<file path="config.mk">
export PLATFORM = sky130hd
export DESIGN_NAME = bankers_safety_check_top
export DESIGN_NICKNAME = d
export VERILOG_FILES = /design/src/hdl/bsc_pkg.sv /design/src/hdl/bankers_safety_check_top.sv /design/src/hdl/bsc_ctrl.sv /design/src/hdl/bsc_datapath.sv
export SDC_FILE = /design/constraint.sdc
export NUM_CORES = 1
export LEC_CHECK = 0
export BUFFER_PORTS_ARGS = -buffer_cell sky130_fd_sc_hd__buf_2
export CAP_MARGIN = 25
export CELL_PAD_IN_SITES_DETAIL_PLACEMENT = 1
export CELL_PAD_IN_SITES_GLOBAL_PLACEMENT = 2
export CORE_ASPECT_RATIO = 0.9
export CORE_MARGIN = 8
export CORE_UTILIZATION = 40
export DETAILED_ROUTE_END_ITERATION = 16
export PLACE_DENSITY = 0.76
export SETUP_SLACK_MARGIN = 0.1
export SYNTH_ARGS = -nofsm -noshare
export SYNTH_HDL_FRONTEND = slang
export SYNTH_SLANG_ARGS = --single-unit
</file>
<file path="constraint.sdc">
create_clock -name clk -period 7.1 [get_ports clk]
set_clock_uncertainty 0.15 [all_clocks]
set_input_delay 0.71 -clock clk [delete_from_list [all_inputs] [get_ports clk]]
set_output_delay 0.71 -clock clk [all_outputs]
set_load 0.01 [all_outputs]
</file>
<file path="src/hdl/bsc_pkg.sv">
// ----------------------------------------------------------------------------
// bsc_pkg
// Shared types and constants for the resource safety check block: field
// widths and the command/status words between controller and datapath.
// ----------------------------------------------------------------------------
package bsc_pkg;

    // Fixed field widths
    localparam int DATA_W    = 8;
    localparam int PID_W     = 3;
    localparam int RES_SLOTS = 3;

    // Input word kinds
    localparam logic KIND_LOAD  = 1'b0;
    localparam logic KIND_CHECK = 1'b1;

    // Commands from controller to datapath
    typedef struct packed {
        logic load;         // write one process row
        logic init;         // restart the check from the available vector
        logic scan;         // evaluate one process, advance the scan index
        logic emit_safe;    // put out the next sequence entry
        logic emit_unsafe;  // put out the single unsafe word
    } bsc_cmd_t;

    // Status from datapath to controller
    typedef struct packed {
        logic all_fin;      // the process under scan is the last to finish
        logic pass_fail;    // end of a pass that finished nothing
        logic emit_last;    // the sequence entry being put out is the final one
    } bsc_status_t;

endpackage

</file>
<file path="src/hdl/bankers_safety_check_top.sv">
// A load word is written at its accepting edge and gives no result. A check scans one
// process per cycle, in at most NUM_PROCS passes; its result words leave the result
// register after the controller enters an emit state, one per cycle (NUM_PROCS safe
// words, or one unsafe word). The receiver cannot stall.
// Loads are taken one per cycle; busy is high through the scan and emit states, so no
// new word is taken during a check. Reset clears the process tables, the scan state
// and the result strobe.
// ----------------------------------------------------------------------------
// bankers_safety_check_top
// Resource safety check over a small process table: load rows, then run
// the check and put out the safe sequence or a single unsafe word.
// ----------------------------------------------------------------------------
module bankers_safety_check_top #(
    parameter int NUM_PROCS = 5,
    parameter int NUM_RES   = 3
) (
    input  logic                        clk,
    input  logic                        rst_n,
    input  logic                        start,
    output logic                        busy,
    input  logic                        kind,
    input  logic [bsc_pkg::PID_W-1:0]   process_index,
    input  logic [bsc_pkg::DATA_W-1:0]  max_r0,
    input  logic [bsc_pkg::DATA_W-1:0]  max_r1,
    input  logic [bsc_pkg::DATA_W-1:0]  max_r2,
    input  logic [bsc_pkg::DATA_W-1:0]  alloc_r0,
    input  logic [bsc_pkg::DATA_W-1:0]  alloc_r1,
    input  logic [bsc_pkg::DATA_W-1:0]  alloc_r2,
    input  logic [bsc_pkg::DATA_W-1:0]  avail_r0,
    input  logic [bsc_pkg::DATA_W-1:0]  avail_r1,
    input  logic [bsc_pkg::DATA_W-1:0]  avail_r2,
    output logic                        result_strobe,
    output logic                        is_safe,
    output logic [bsc_pkg::PID_W-1:0]   process_id,
    output logic                        last
);
    import bsc_pkg::*;

    bsc_cmd_t    cmd;
    bsc_status_t status;

    logic [DATA_W-1:0] max_in   [RES_SLOTS];
    logic [DATA_W-1:0] alloc_in [RES_SLOTS];
    logic [DATA_W-1:0] avail_in [RES_SLOTS];

    // Gather the resource fields into lanes
    assign max_in[0]   = max_r0;
    assign max_in[1]   = max_r1;
    assign max_in[2]   = max_r2;
    assign alloc_in[0] = alloc_r0;
    assign alloc_in[1] = alloc_r1;
    assign alloc_in[2] = alloc_r2;
    assign avail_in[0] = avail_r0;
    assign avail_in[1] = avail_r1;
    assign avail_in[2] = avail_r2;

    bsc_ctrl u_ctrl (
        .clk    (clk),
        .rst_n  (rst_n),
        .start  (start),
        .kind   (kind),
        .status (status),
        .cmd    (cmd),
        .busy   (busy)
    );

    bsc_datapath #(
        .NUM_PROCS (NUM_PROCS),
        .NUM_RES   (NUM_RES)
    ) u_datapath (
        .clk           (clk),
        .rst_n         (rst_n),
        .cmd           (cmd),
        .status        (status),
        .process_index (process_index),
        .max_in        (max_in),
        .alloc_in      (alloc_in),
        .avail_in      (avail_in),
        .result_strobe (result_strobe),
        .is_safe       (is_safe),
        .process_id    (process_id),
        .last          (last)
    );

endmodule

</file>
<file path="src/hdl/bsc_ctrl.sv">
// ----------------------------------------------------------------------------
// bsc_ctrl
// Controller for the safety check: accepts words, sequences the scan
// passes and the result words, and drives busy.
// ----------------------------------------------------------------------------
module bsc_ctrl (
    input  logic                 clk,
    input  logic                 rst_n,
    input  logic                 start,
    input  logic                 kind,
    input  bsc_pkg::bsc_status_t status,
    output bsc_pkg::bsc_cmd_t    cmd,
    output logic                 busy
);
    import bsc_pkg::*;

    typedef enum logic [1:0] {
        ST_IDLE,
        ST_SCAN,
        ST_EMIT_SAFE,
        ST_EMIT_UNSAFE
    } state_t;

    state_t state_reg;
    state_t state_next;
    logic   busy_reg;
    logic   busy_next;
    logic   accept;

    assign accept = start && !busy_reg;
    assign busy   = busy_reg;

    // Decode commands and next state
    always_comb
    begin
        cmd        = '0;
        state_next = state_reg;
        busy_next  = busy_reg;
        unique case (state_reg)
            ST_IDLE:
            begin
                if (accept && (kind == KIND_LOAD))
                begin
                    cmd.load = 1'b1;
                end
                if (accept && (kind == KIND_CHECK))
                begin
                    cmd.init   = 1'b1;
                    state_next = ST_SCAN;
                    busy_next  = 1'b1;
                end
            end
            ST_SCAN:
            begin
                cmd.scan = 1'b1;
                if (status.all_fin)
                begin
                    state_next = ST_EMIT_SAFE;
                end
                else if (status.pass_fail)
                begin
                    state_next = ST_EMIT_UNSAFE;
                end
            end
            ST_EMIT_SAFE:
            begin
                cmd.emit_safe = 1'b1;
                if (status.emit_last)
                begin
                    state_next = ST_IDLE;
                    busy_next  = 1'b0;
                end
            end
            ST_EMIT_UNSAFE:
            begin
                cmd.emit_unsafe = 1'b1;
                state_next      = ST_IDLE;
                busy_next       = 1'b0;
            end
            default:
            begin
                state_next = ST_IDLE;
                busy_next  = 1'b0;
            end
        endcase
    end

    // Hold state and busy
    always_ff @(posedge clk or negedge rst_n)
    begin
        if (!rst_n)
        begin
            state_reg <= ST_IDLE;
            busy_reg  <= 1'b0;
        end
        else
        begin
            state_reg <= state_next;
            busy_reg  <= busy_next;
        end
    end

endmodule

</file>
<file path="src/hdl/bsc_datapath.sv">
// ----------------------------------------------------------------------------
// bsc_datapath
// Process tables, working vector, finished flags, sequence store and the
// registered result word. One process is evaluated per scan cycle with all
// resources compared side by side.
// ----------------------------------------------------------------------------
module bsc_datapath #(
    parameter int NUM_PROCS = 5,
    parameter int NUM_RES   = 3
) (
    input  logic                      clk,
    input  logic                      rst_n,
    input  bsc_pkg::bsc_cmd_t         cmd,
    output bsc_pkg::bsc_status_t      status,
    input  logic [bsc_pkg::PID_W-1:0] process_index,
    input  logic [bsc_pkg::DATA_W-1:0] max_in   [bsc_pkg::RES_SLOTS],
    input  logic [bsc_pkg::DATA_W-1:0] alloc_in [bsc_pkg::RES_SLOTS],
    input  logic [bsc_pkg::DATA_W-1:0] avail_in [bsc_pkg::RES_SLOTS],
    output logic                      result_strobe,
    output logic                      is_safe,
    output logic [bsc_pkg::PID_W-1:0] process_id,
    output logic                      last
);
    import bsc_pkg::*;

    localparam int PIDX_W = (NUM_PROCS > 1) ? $clog2(NUM_PROCS) : 1;
    localparam int CNT_W  = $clog2(NUM_PROCS + 1);
    localparam int WORK_W = DATA_W + $clog2(NUM_PROCS + 1);

    logic [DATA_W-1:0] max_reg   [NUM_PROCS][NUM_RES];
    logic [DATA_W-1:0] alloc_reg [NUM_PROCS][NUM_RES];
    logic [WORK_W-1:0] work_reg  [NUM_RES];
    logic [PID_W-1:0]  seq_reg   [NUM_PROCS];
    logic [NUM_PROCS-1:0] fin_reg;
    logic [CNT_W-1:0]  count_reg;
    logic [PIDX_W-1:0] p_reg;
    logic [PIDX_W-1:0] k_reg;
    logic              prog_reg;

    logic              result_strobe_reg;
    logic              is_safe_reg;
    logic [PID_W-1:0]  process_id_reg;
    logic              last_reg;

    logic              load_ok;
    logic [PIDX_W-1:0] load_idx;
    logic [NUM_RES-1:0] fits;
    logic              finish_now;
    logic              pass_end;

    // Decode the row written by a load word
    assign load_ok  = ({1'b0, process_index} < (PID_W + 1)'(NUM_PROCS));
    assign load_idx = process_index[PIDX_W-1:0];

    // Compare signed need against the working vector, per resource
    always_comb
    begin
        logic [DATA_W:0]   need9;
        logic [WORK_W:0]   need_ext;
        logic [WORK_W:0]   work_ext;
        for (int r = 0; r < NUM_RES; r++)
        begin
            need9    = {1'b0, max_reg[p_reg][r]} - {1'b0, alloc_reg[p_reg][r]};
            need_ext = {{(WORK_W - DATA_W){need9[DATA_W]}}, need9};
            work_ext = {1'b0, work_reg[r]};
            fits[r]  = !($signed(need_ext) > $signed(work_ext));
        end
    end

    assign finish_now = !fin_reg[p_reg] && (&fits);
    assign pass_end   = (p_reg == PIDX_W'(NUM_PROCS - 1));

    assign status.all_fin   = finish_now && (count_reg == CNT_W'(NUM_PROCS - 1));
    assign status.pass_fail = pass_end && !finish_now && !prog_reg;
    assign status.emit_last = (k_reg == PIDX_W'(NUM_PROCS - 1));

    // Process tables, cleared at reset
    always_ff @(posedge clk or negedge rst_n)
    begin
        if (!rst_n)
        begin
            for (int p = 0; p < NUM_PROCS; p++)
            begin
                for (int r = 0; r < NUM_RES; r++)
                begin
                    max_reg[p][r]   <= '0;
                    alloc_reg[p][r] <= '0;
                end
            end
        end
        else if (cmd.load && load_ok)
        begin
            for (int r = 0; r < NUM_RES; r++)
            begin
                max_reg[load_idx][r]   <= max_in[r];
                alloc_reg[load_idx][r] <= alloc_in[r];
            end
        end
    end

    // Scan control state: working vector, flags, count, indexes
    always_ff @(posedge clk or negedge rst_n)
    begin
        if (!rst_n)
        begin
            for (int r = 0; r < NUM_RES; r++)
            begin
                work_reg[r] <= '0;
            end
            fin_reg   <= '0;
            count_reg <= '0;
            p_reg     <= '0;
            k_reg     <= '0;
            prog_reg  <= 1'b0;
        end
        else if (cmd.init)
        begin
            for (int r = 0; r < NUM_RES; r++)
            begin
                work_reg[r] <= WORK_W'(avail_in[r]);
            end
            fin_reg   <= '0;
            count_reg <= '0;
            p_reg     <= '0;
            k_reg     <= '0;
            prog_reg  <= 1'b0;
        end
        else if (cmd.scan)
        begin
            if (finish_now)
            begin
                for (int r = 0; r < NUM_RES; r++)
                begin
                    work_reg[r] <= work_reg[r] + WORK_W'(alloc_reg[p_reg][r]);
                end
                fin_reg[p_reg] <= 1'b1;
                count_reg      <= count_reg + 1'b1;
            end
            // advance the scan; wrap and drop progress at the end of a pass
            if (pass_end)
            begin
                p_reg    <= '0;
                prog_reg <= 1'b0;
            end
            else
            begin
                p_reg    <= p_reg + 1'b1;
                prog_reg <= prog_reg || finish_now;
            end
        end
        else if (cmd.emit_safe)
        begin
            k_reg <= k_reg + 1'b1;
        end
    end

    // Sequence store, written before it is read
    always_ff @(posedge clk)
    begin
        if (cmd.scan && finish_now)
        begin
            seq_reg[count_reg[PIDX_W-1:0]] <= PID_W'(p_reg);
        end
    end

    // Result strobe
    always_ff @(posedge clk or negedge rst_n)
    begin
        if (!rst_n)
        begin
            result_strobe_reg <= 1'b0;
        end
        else
        begin
            result_strobe_reg <= cmd.emit_safe || cmd.emit_unsafe;
        end
    end

    // Result payload
    always_ff @(posedge clk)
    begin
        if (cmd.emit_safe)
        begin
            is_safe_reg    <= 1'b1;
            process_id_reg <= seq_reg[k_reg];
            last_reg       <= status.emit_last;
        end
        else if (cmd.emit_unsafe)
        begin
            is_safe_reg    <= 1'b0;
            process_id_reg <= '0;
            last_reg       <= 1'b1;
        end
    end

    assign result_strobe = result_strobe_reg;
    assign is_safe       = is_safe_reg;
    assign process_id    = process_id_reg;
    assign last          = last_reg;

endmodule

</file>
# [Word-level counts from Yosys, hierarchy flattened]
# Memories as Yosys holds them, arrays and structs flattened.
# Index checks and enable logic that the tools add are counted.
[classes] n_reduce_logical=31 bitwise_logic=4 eq_ne=10 order_cmp=9 muxes=60 n_addsub=9
[ops] cell="$bwmux W120" n=6
[ops] cell="$demux W24 S3" n=3
[ops] cell="$bmux W24 S3" n=2
[ops] cell="$mux W24" n=5
[ops] cell="$mux W33" n=3
[ops] cell="$gt A9 B12 Y1" n=3
[ops] cell="$add A11 B8 Y11" n=3
[ops] cell="$mux W3" n=11
[ops] cell="$sub A8 B8 Y9" n=3
[ops] cell="$mux W1" n=16
[ops] cell="$mux W16" n=1
[ops] cell="$mux W5" n=3
[ops] cell="$logic_and A1 B1 Y1" n=11
[ops] cell="$mux W2" n=5
[ops] cell="$add A3 B1 Y3 const B" n=3
[ops] cell="$eq A3 B3 Y1 const B" n=3
[ops] cell="$reduce_and A3 Y1" n=3
[ops] cell="$ge A4 B4 Y1 const B" n=2
[ops] cell="$mux W8" n=1
[ops] cell="$not A3 Y4" n=2
[ops] cell="$pmux W2 S4" n=1
[ops] cell="$reduce_bool A2 Y1" n=4
[ops] cell="$logic_not A1 Y1" n=7
[ops] cell="$or A5 B5 Y5" n=1
[ops] cell="17 further kinds" n=21
[totals] inputBits=79 mem_bits_rw=15 output_inout_bits=7 elab_cells=168 register_bits=297 n_memories=1
[mem_list] name="u_datapath.seq_reg" depth=5 width=3 read_ports=1 rd_clocked_by_memory_dff=0 wr=1 line_no="bsc_datapath.sv:33" rtl="logic [PID_W-1:0] seq_reg [NUM_PROCS];"

# [Logic depth before layout (Yosys ltp)]
# Gate-level depths: netlist of run 1.
[logic_depth] depth_word=15 depth_mapped=26 mapped_depth_nobuf=21

# [Hierarchy]
# A second synthesis of run 1 with hierarchy kept.
[hier_totals] cells_unflattened=1380 hier_area_um2=16535.9
[modules_own_cells] module="bsc_datapath" n_inst=1 area_each_um2=16320.7 cells_per_inst=1359 seq_area_each_um2=7822.5
[modules_own_cells] module="bsc_ctrl" n_inst=1 area_each_um2=215.2 cells_per_inst=21 seq_area_each_um2=75.1

# [Worst setup path before layout of run 1]
# No wires, ideal clock.
[synth_path] path_kind="register -> register" start="register u_datapath.p_reg[1]" end="memory u_datapath.seq_reg[0][0], enable pin" required_time_ps=6579 n_path_buf=3 setup_slack_ps=1941 synth_period_minus_slack_ps=5159 setup_ps=371 path_stages_with_launch=23 arrival_time_ps=4637 cell_sequence="dfrtp_1 -> clkbuf_1 -> clkbuf_1 -> buf_2 -> mux2i_1 -> nor2_1 -> a21oi_1 -> o21a_1 -> inv_1 -> ha_1 -> a21o_1 -> a21oi_1 -> o21bai_1 -> a21oi_1 -> o21ai_0 -> xor2_1 -> ha_1 -> nand4_1 -> a21oi_1 -> a211oi_1 -> o2111a_2 -> nand2_2 -> nor4_1"
[synth_between] elab_chain_cells=12 elab_cells_between_ends=24 cone_classes="3 x add/sub; 3 x order compare; 10 x mux; 1 x bitwise; 7 x reduce/logical"
[synth_rtl] element="from (decl)" line_no="bsc_datapath.sv:36" rtl="logic [PIDX_W-1:0] p_reg;"
[synth_rtl] element="from (signal assigned)" line_no="bsc_datapath.sv:147" rtl="p_reg <= p_reg + 1'b1;"
[synth_rtl] element="$not A3 Y4 (implied by the code)" line_no="bsc_datapath.sv:63" rtl="need9 = {1'b0, max_reg[p_reg][r]} - {1'b0, alloc_reg[p_reg][r]};"
[synth_rtl] element="$bmux W24 S3" line_no="bsc_datapath.sv:63"
[synth_rtl] element="$mux W24 (implied by the code) (2 in a row)" line_no="bsc_datapath.sv:63"
[synth_rtl] element="$sub A8 B8 Y9" line_no="bsc_datapath.sv:63"
[synth_rtl] element="$gt A9 B12 Y1" line_no="bsc_datapath.sv:66" rtl="fits[r] = !($signed(need_ext) > $signed(work_ext));"
[synth_rtl] element="$logic_not A1 Y1" line_no="bsc_datapath.sv:66"
[synth_rtl] element="$reduce_and A3 Y1" line_no="bsc_datapath.sv:70" rtl="assign finish_now = !fin_reg[p_reg] && (&fits);"
[synth_rtl] element="$logic_and A1 B1 Y1 (*)" line_no="bsc_datapath.sv:70"
[synth_rtl] element="$logic_and A1 B1 Y1 (*)" line_no="bsc_datapath.sv:160" rtl="if (cmd.scan && finish_now)"
[synth_rtl] element="$mux W1 (*)" line_no="bsc_datapath.sv:160"
[synth_rtl] element="$mux W1 (implied by the code) (*)" line_no="bsc_datapath.sv:162" rtl="seq_reg[count_reg[PIDX_W-1:0]] <= PID_W'(p_reg);"
[synth_rtl] element="to (decl)" line_no="bsc_datapath.sv:33"
# Every way passes the cells marked *; elsewhere a longest branch is shown, timed or not. The select of a mux whose other input is x is not followed.

# [Worst setup path in the final report of run 1]
[layout_path] start="register u_datapath.p_reg[0]" end="memory u_datapath.seq_reg[0][2], enable pin"
# Same word-level chain as after synthesis.

==> results.toml, run 1 <==
[status]
status = "completed"

[floorplanning]
die_height_um = 210
dieArea_um2 = 48500
core-area_um2 = 41500
ioPinCount = 86
die_w_um = 231
num_rows = 71
initial_utilization_pct = 40.2

[global_route]
grt_use_met3_pct = 2.94
gr-usage-all-layers_pct = 18.6
grt_pass1_wl_um = 71400
grtUsageMet2_pct = 30.8
met1_usage_pct = 25.0
grt_overflow = 0
busiest_layer = "met2"
grt_max_degree = 148
antenna_found_initial = 2
grt_pass1_vias = 12300

[yosys]
synthCells = 1370
syn-num-nets = 1535
yosysWarnings = 0
synth_area_leaders = "dfrtp_1 (44%), mux2_2 (18%), ha_1 (6.0%)"
yosysSeqAreaShare_pct = 47.4
synth_edf_count = 19
synth_ff_type = "dfrtp_1"
ys_types = 67
syn_area_um2 = 16700
synth-seq-cells = 312
synth_top_area_cell = "dfrtp_1"
synth_top_area_share_pct = 43.8
async_reset_ff_share_pct = 93.6
postSynthAreaPerCell_um2 = 12.2

[route]
wl_per_cell_um = 21.9
via_per_inst = 5.49
drt_first_pass_iters = 4
drc_errors = 0
routed_wl_um = 44200
ant_nets = 0
drt_iter0_drc = 523
vias = 11000

[place]
io_buffer_count = 85
gp_congestion = 0.801
hpwl_um = 29700

[finish]
drive_gt1_share_pct = 33.3
fill_cells = 4339
area_growth_pct = 13.3
layout.cells.most_common = "dfrtp_1"
mostFrequentLayoutCells = "dfrtp_1 (290), mux2_2 (265), buf_2 (84)"
num-nets-final = 1604

[timing]
tns_ns = 0
fmax_mhz = 178
hold_viol = 0
final.period_utilization_pct = 79.2
slew_headroom_pct = 43.4
rsz0062_at_grt = "false"
slew_violations = 0
period_minus_slack_ns = 5.62
tightest_slew_ns = 0.849
finalSetupViolCount = 0

[setup_path]
crit_fanout = 40
worstSetupPathType = "reg -> reg"
startpoint_type = "flip-flop"
crit_path_end_kind = "flip-flop"
arrival_ns = 5.64
worst-endpoint-required_ns = 7.11

[clocking]
insertion_delay_ns = 0.54
clk_path_buf_depth = 3
cts_sinks = 312
cts_made_buffers = 36
cts_repair_resize_count = 0
cts_tree = "done"
htreeDepth = 2
path_clk_slew_ns = 0.06
cts-root-buf = "clkbuf_16"

[flow_run]
maxCapViolations = 0

[worst_hold_path]
hp-class = "in -> reg"
-- per-layer routing --
layer / routed length (um) / part of all wire [%]
met1: 20300 / 46
met2: 21400 / 48
met3: 1620 / 3.7
met4: 913 / 2.1
met5: 13 / 0.029
-- what timing repair did --
action	in CTS	in global routing
buffers inserted	0	0
endpoints found under the hold margin	13	0
hold buffers	1	0
endpoints found under the setup margin	0	0
-- synth_stat cells, types with 9 or more instances --
library cell	number
mux4_2	28
o311ai_1	9
o21a_1	27
mux2_2	265
o21ai_0	25
dfrtp_1	292
xnor2_1	23
nor3_1	12
clkbuf_1	38
nor2_1	65
edfxtp_1	19
a22o_1	21
a21oi_1	53
ha_1	80
mux2i_1	36
nand2_1	82
inv_1	68
o211ai_1	15
nand3_1	40
nor2b_1	14
xor2_1	12
buf_2	18
-- final timing paths --
check / startpoint / to / slack, ns / cells past startpoint
worst max-delay path: u_datapath.p_reg[0] / u_datapath.seq_reg[0][2] / 1.48 / 18
worst max register to register: u_datapath.p_reg[0] / u_datapath.seq_reg[0][2] / 1.48 / 18
worst min-delay path: avail_r1[7] / u_datapath.work_reg[18] / 0.26 / 3
max in group asynchronous: rst_n / u_datapath.alloc_reg[93] / 4.91 / 3
min in group asynchronous: rst_n / u_datapath.k_reg[2] / 0.58 / 2
worst min register to register: u_datapath.is_safe / u_datapath.is_safe / 0.33 / 2
-- per-stage QoR --
stage / hold slack, ns / utilization [%] / cells / area [um2] / setup WS [ns]
6_report: 0.262 / 45.5 / 2013 / 18900 / 1.48
5_1_grt: 0.257 / 45.5 / 2013 / 18900 / 1.01
4_1_cts: 0.235 / 45.5 / 2011 / 18900 / 1.39
3_5_place_dp: 0.329 / 42.5 / 1946 / 17600 / 1.43
3_3_place_gp: 0.313 / 42.5 / 1946 / 17600 / 1.59
2_1_floorplan: 0.264 / - / 1370 / 16700 / 1.94
-- critical path: stages, from the launching register on --
cell and delay (ns):
dfrtp_4 0.87, buf_4 0.41, nor2_1 0.08, a21oi_1 0.14
o21a_1 0.21, ha_1 0.25, a21o_1 0.17, a21oi_1 0.21
o21bai_1 0.10, a21oi_1 0.22, o21ai_0 0.15, xor2_1 0.17
ha_1 0.30, nand4_1 0.11, a21oi_1 0.05, a211oi_1 0.54
o2111a_2 0.33, nand2_2 0.15, nor4_1 0.59
-- cell type report --
cell class                 count  area [um2]  share of cell area [%]
clock buffer                  50        1060                    5.59
inverter                      69         259                    1.37
tap                          547         684                    3.62
multi-input combinational    913        8180                    43.3
antenna                        1        2.50                  0.0132
timing repair buffer         107         648                    3.43
sequential                   312        7910                    41.8
clock inverter                14         163                   0.861
-- kinds of logic after synthesis --
logic type / count (synthesis) / synth area share [%]
AND/OR/NAND/NOR: 254 / 7.20
XOR/XNOR: 35 / 1.84
flip-flops: 312 / 47.4
AO/OA/AOI/OAI: 209 / 9.29
multiplexers: 329 / 23.8
adder cells (fa/ha/maj): 86 / 6.72
buffers and inverters: 145 / 3.76
Power of run 1 is left out: the tool's default activity adds up to more than one toggle a clock period on the data nets, which glitch-free logic cannot reach.
==> run 2: changes to the inputs <==
==> constraint.sdc (replaced) <==
create_clock -name clk -period 5.3 [get_ports clk]
set_clock_uncertainty 0.15 [all_clocks]
set_input_delay 0.53 -clock clk [delete_from_list [all_inputs] [get_ports clk]]
set_output_delay 0.53 -clock clk [all_outputs]
set_load 0.01 [all_outputs]
==> results.toml, run 2 (synthesis gave the netlist of run 1 again) <==
[setup_path]
arrival_ns = 5.10
worst-endpoint-required_ns = 5.38
crit_start = "u_datapath.p_reg[0]"
startpoint_type = "flip-flop"
r2r-start = "u_datapath.p_reg[0]"
worstSetupPathType = "reg -> reg"
crit_path_end_kind = "flip-flop"
crit_fanout = 10

[finish]
fin_area_um2 = 19400
fill_cells = 4298
mostFrequentLayoutCells = "dfrtp_1 (290), mux2_2 (265), buf_2 (84)"
layout.cells.most_common = "dfrtp_1"
num-nets-final = 1639
area_growth_pct = 16.6
drive_gt1_share_pct = 36.1

[global_route]
grt_max_degree = 106
grt_use_met3_pct = 3.12
grt_pass1_wl_um = 72400
antenna_found_initial = 1
gr-usage-all-layers_pct = 18.9
busiest_layer = "met2"
met1_usage_pct = 25.3
grt_pass1_vias = 12400
grt_overflow = 0
grtUsageMet2_pct = 31.0

[route]
drt_iter0_drc = 546
via_per_inst = 5.50
routed_wl_um = 46000
drt_first_pass_iters = 5
ant_nets = 0
wl_per_cell_um = 22.5
vias = 11300
drc_errors = 0

[timing]
slew_headroom_pct = 28.2
period_minus_slack_ns = 5.02
fmax_mhz = 199
hold_viol = 0
setup_ws_ns = 0.278
tightest_slew_ns = 1.07
tns_ns = 0
finalSetupViolCount = 0
rsz0062_at_grt = "false"
final.period_utilization_pct = 94.7
hold_ws_ns = 0.0666
slew_violations = 0

[floorplanning]
num_rows = 71
die_height_um = 210
initial_utilization_pct = 40.2
ioPinCount = 86
dieArea_um2 = 48500
die_w_um = 231
core-area_um2 = 41500

[clocking]
cts_sinks = 312
clk_path_buf_depth = 3
htreeDepth = 2
cts-root-buf = "clkbuf_16"
cts_made_buffers = 36
cts_tree = "done"
path_clk_slew_ns = 0.07
insertion_delay_ns = 0.54

[place]
io_buffer_count = 85
post_dp_cell_area_um2 = 17800
preCtsSetupSlack_ns = 0.164
hpwl_um = 31600
gp_congestion = 0.836

[worst_hold_path]
hp-start = "avail_r1[5]"
hp-class = "in -> reg"

[flow_run]
maxCapViolations = 0

[status]
status = "completed"
[run 2: cell count changes in the layout (fill, tap and decap cells not counted), moves of 3 or more]
cell        before  now
buf_4           18   44
buf_12           2    7
clkbuf_1         6    1
bufinv_16        3    7
clkinvlp_4       4    0
nor4_1           5    1
nor4_2           0    3
[run 2: per-layer routing]
metal  vias up  share of wire [%]
met4         0                2.7
met1      5821                 45
met3        79                3.7
met2       184                 48
met5         -                  0
li1       5180                  -
[run 2: layout make-up]
| cell class | instances | area [um2] | share of cell area [%] |
|---|---|---|---|
| Multi-Input combinational cell | 913 | 8260 | 42.5 |
| Clock buffer | 46 | 1040 | 5.35 |
| Timing Repair Buffer | 142 | 993 | 5.11 |
| Antenna cell | 1 | 2.50 | 0.0129 |
| Tap cell | 547 | 684 | 3.52 |
| Clock inverter | 19 | 288 | 1.48 |
| Inverter | 69 | 259 | 1.33 |
| Sequential cell | 312 | 7910 | 40.7 |
[run 2: per-stage QoR]
stage	utilization, %	instances
after CTS	46.2	2030
after global placement	42.9	1964
after floorplan	-	1370
after detailed placement	42.9	1964
final	46.8	2049
after global routing	46.8	2048
[run 2: worst max-delay path, cell delays in order (launching register included)]
cell and delay, ns:
dfrtp_4 0.50, buf_4 0.20, nor3_4 0.31, buf_8 0.17, buf_4 0.18, a22o_1 0.27, ha_1 0.23, fa_1 0.22
nor2b_1 0.07, o31a_1 0.26, nor2_1 0.17, o21bai_1 0.10, xor2_1 0.15, ha_1 0.31, nand3_1 0.11, o211ai_1 0.22
a221o_1 0.26, o2111a_2 0.28, nand2_4 0.11, nor4_4 0.28, buf_4 0.17
[run 2: worst paths after layout]
kind,to,slack (ns),depth (start not counted)
max,u_datapath.seq_reg[0][0],0.28,20
min,u_datapath.work_reg[16],0.07,3
max reg2reg,u_datapath.seq_reg[0][0],0.28,20
min reg2reg,u_datapath.is_safe,0.33,2
max in group asynchronous,u_datapath.max_reg[43],3.36,3
min in group asynchronous,u_datapath.k_reg[0],0.46,2
[run 2: timing repair]
item / 4_1_cts / 5_1_grt
endpoints found under the setup margin: 3 / 57
resized for setup: 1 / 21
pin swaps: 0 / 5
hold buffers: 1 / 0
endpoints found under the hold margin: 80 / 0
gates cloned: 0 / 1
buffers inserted: 0 / 17
Power of run 2 is left out for the same reason.
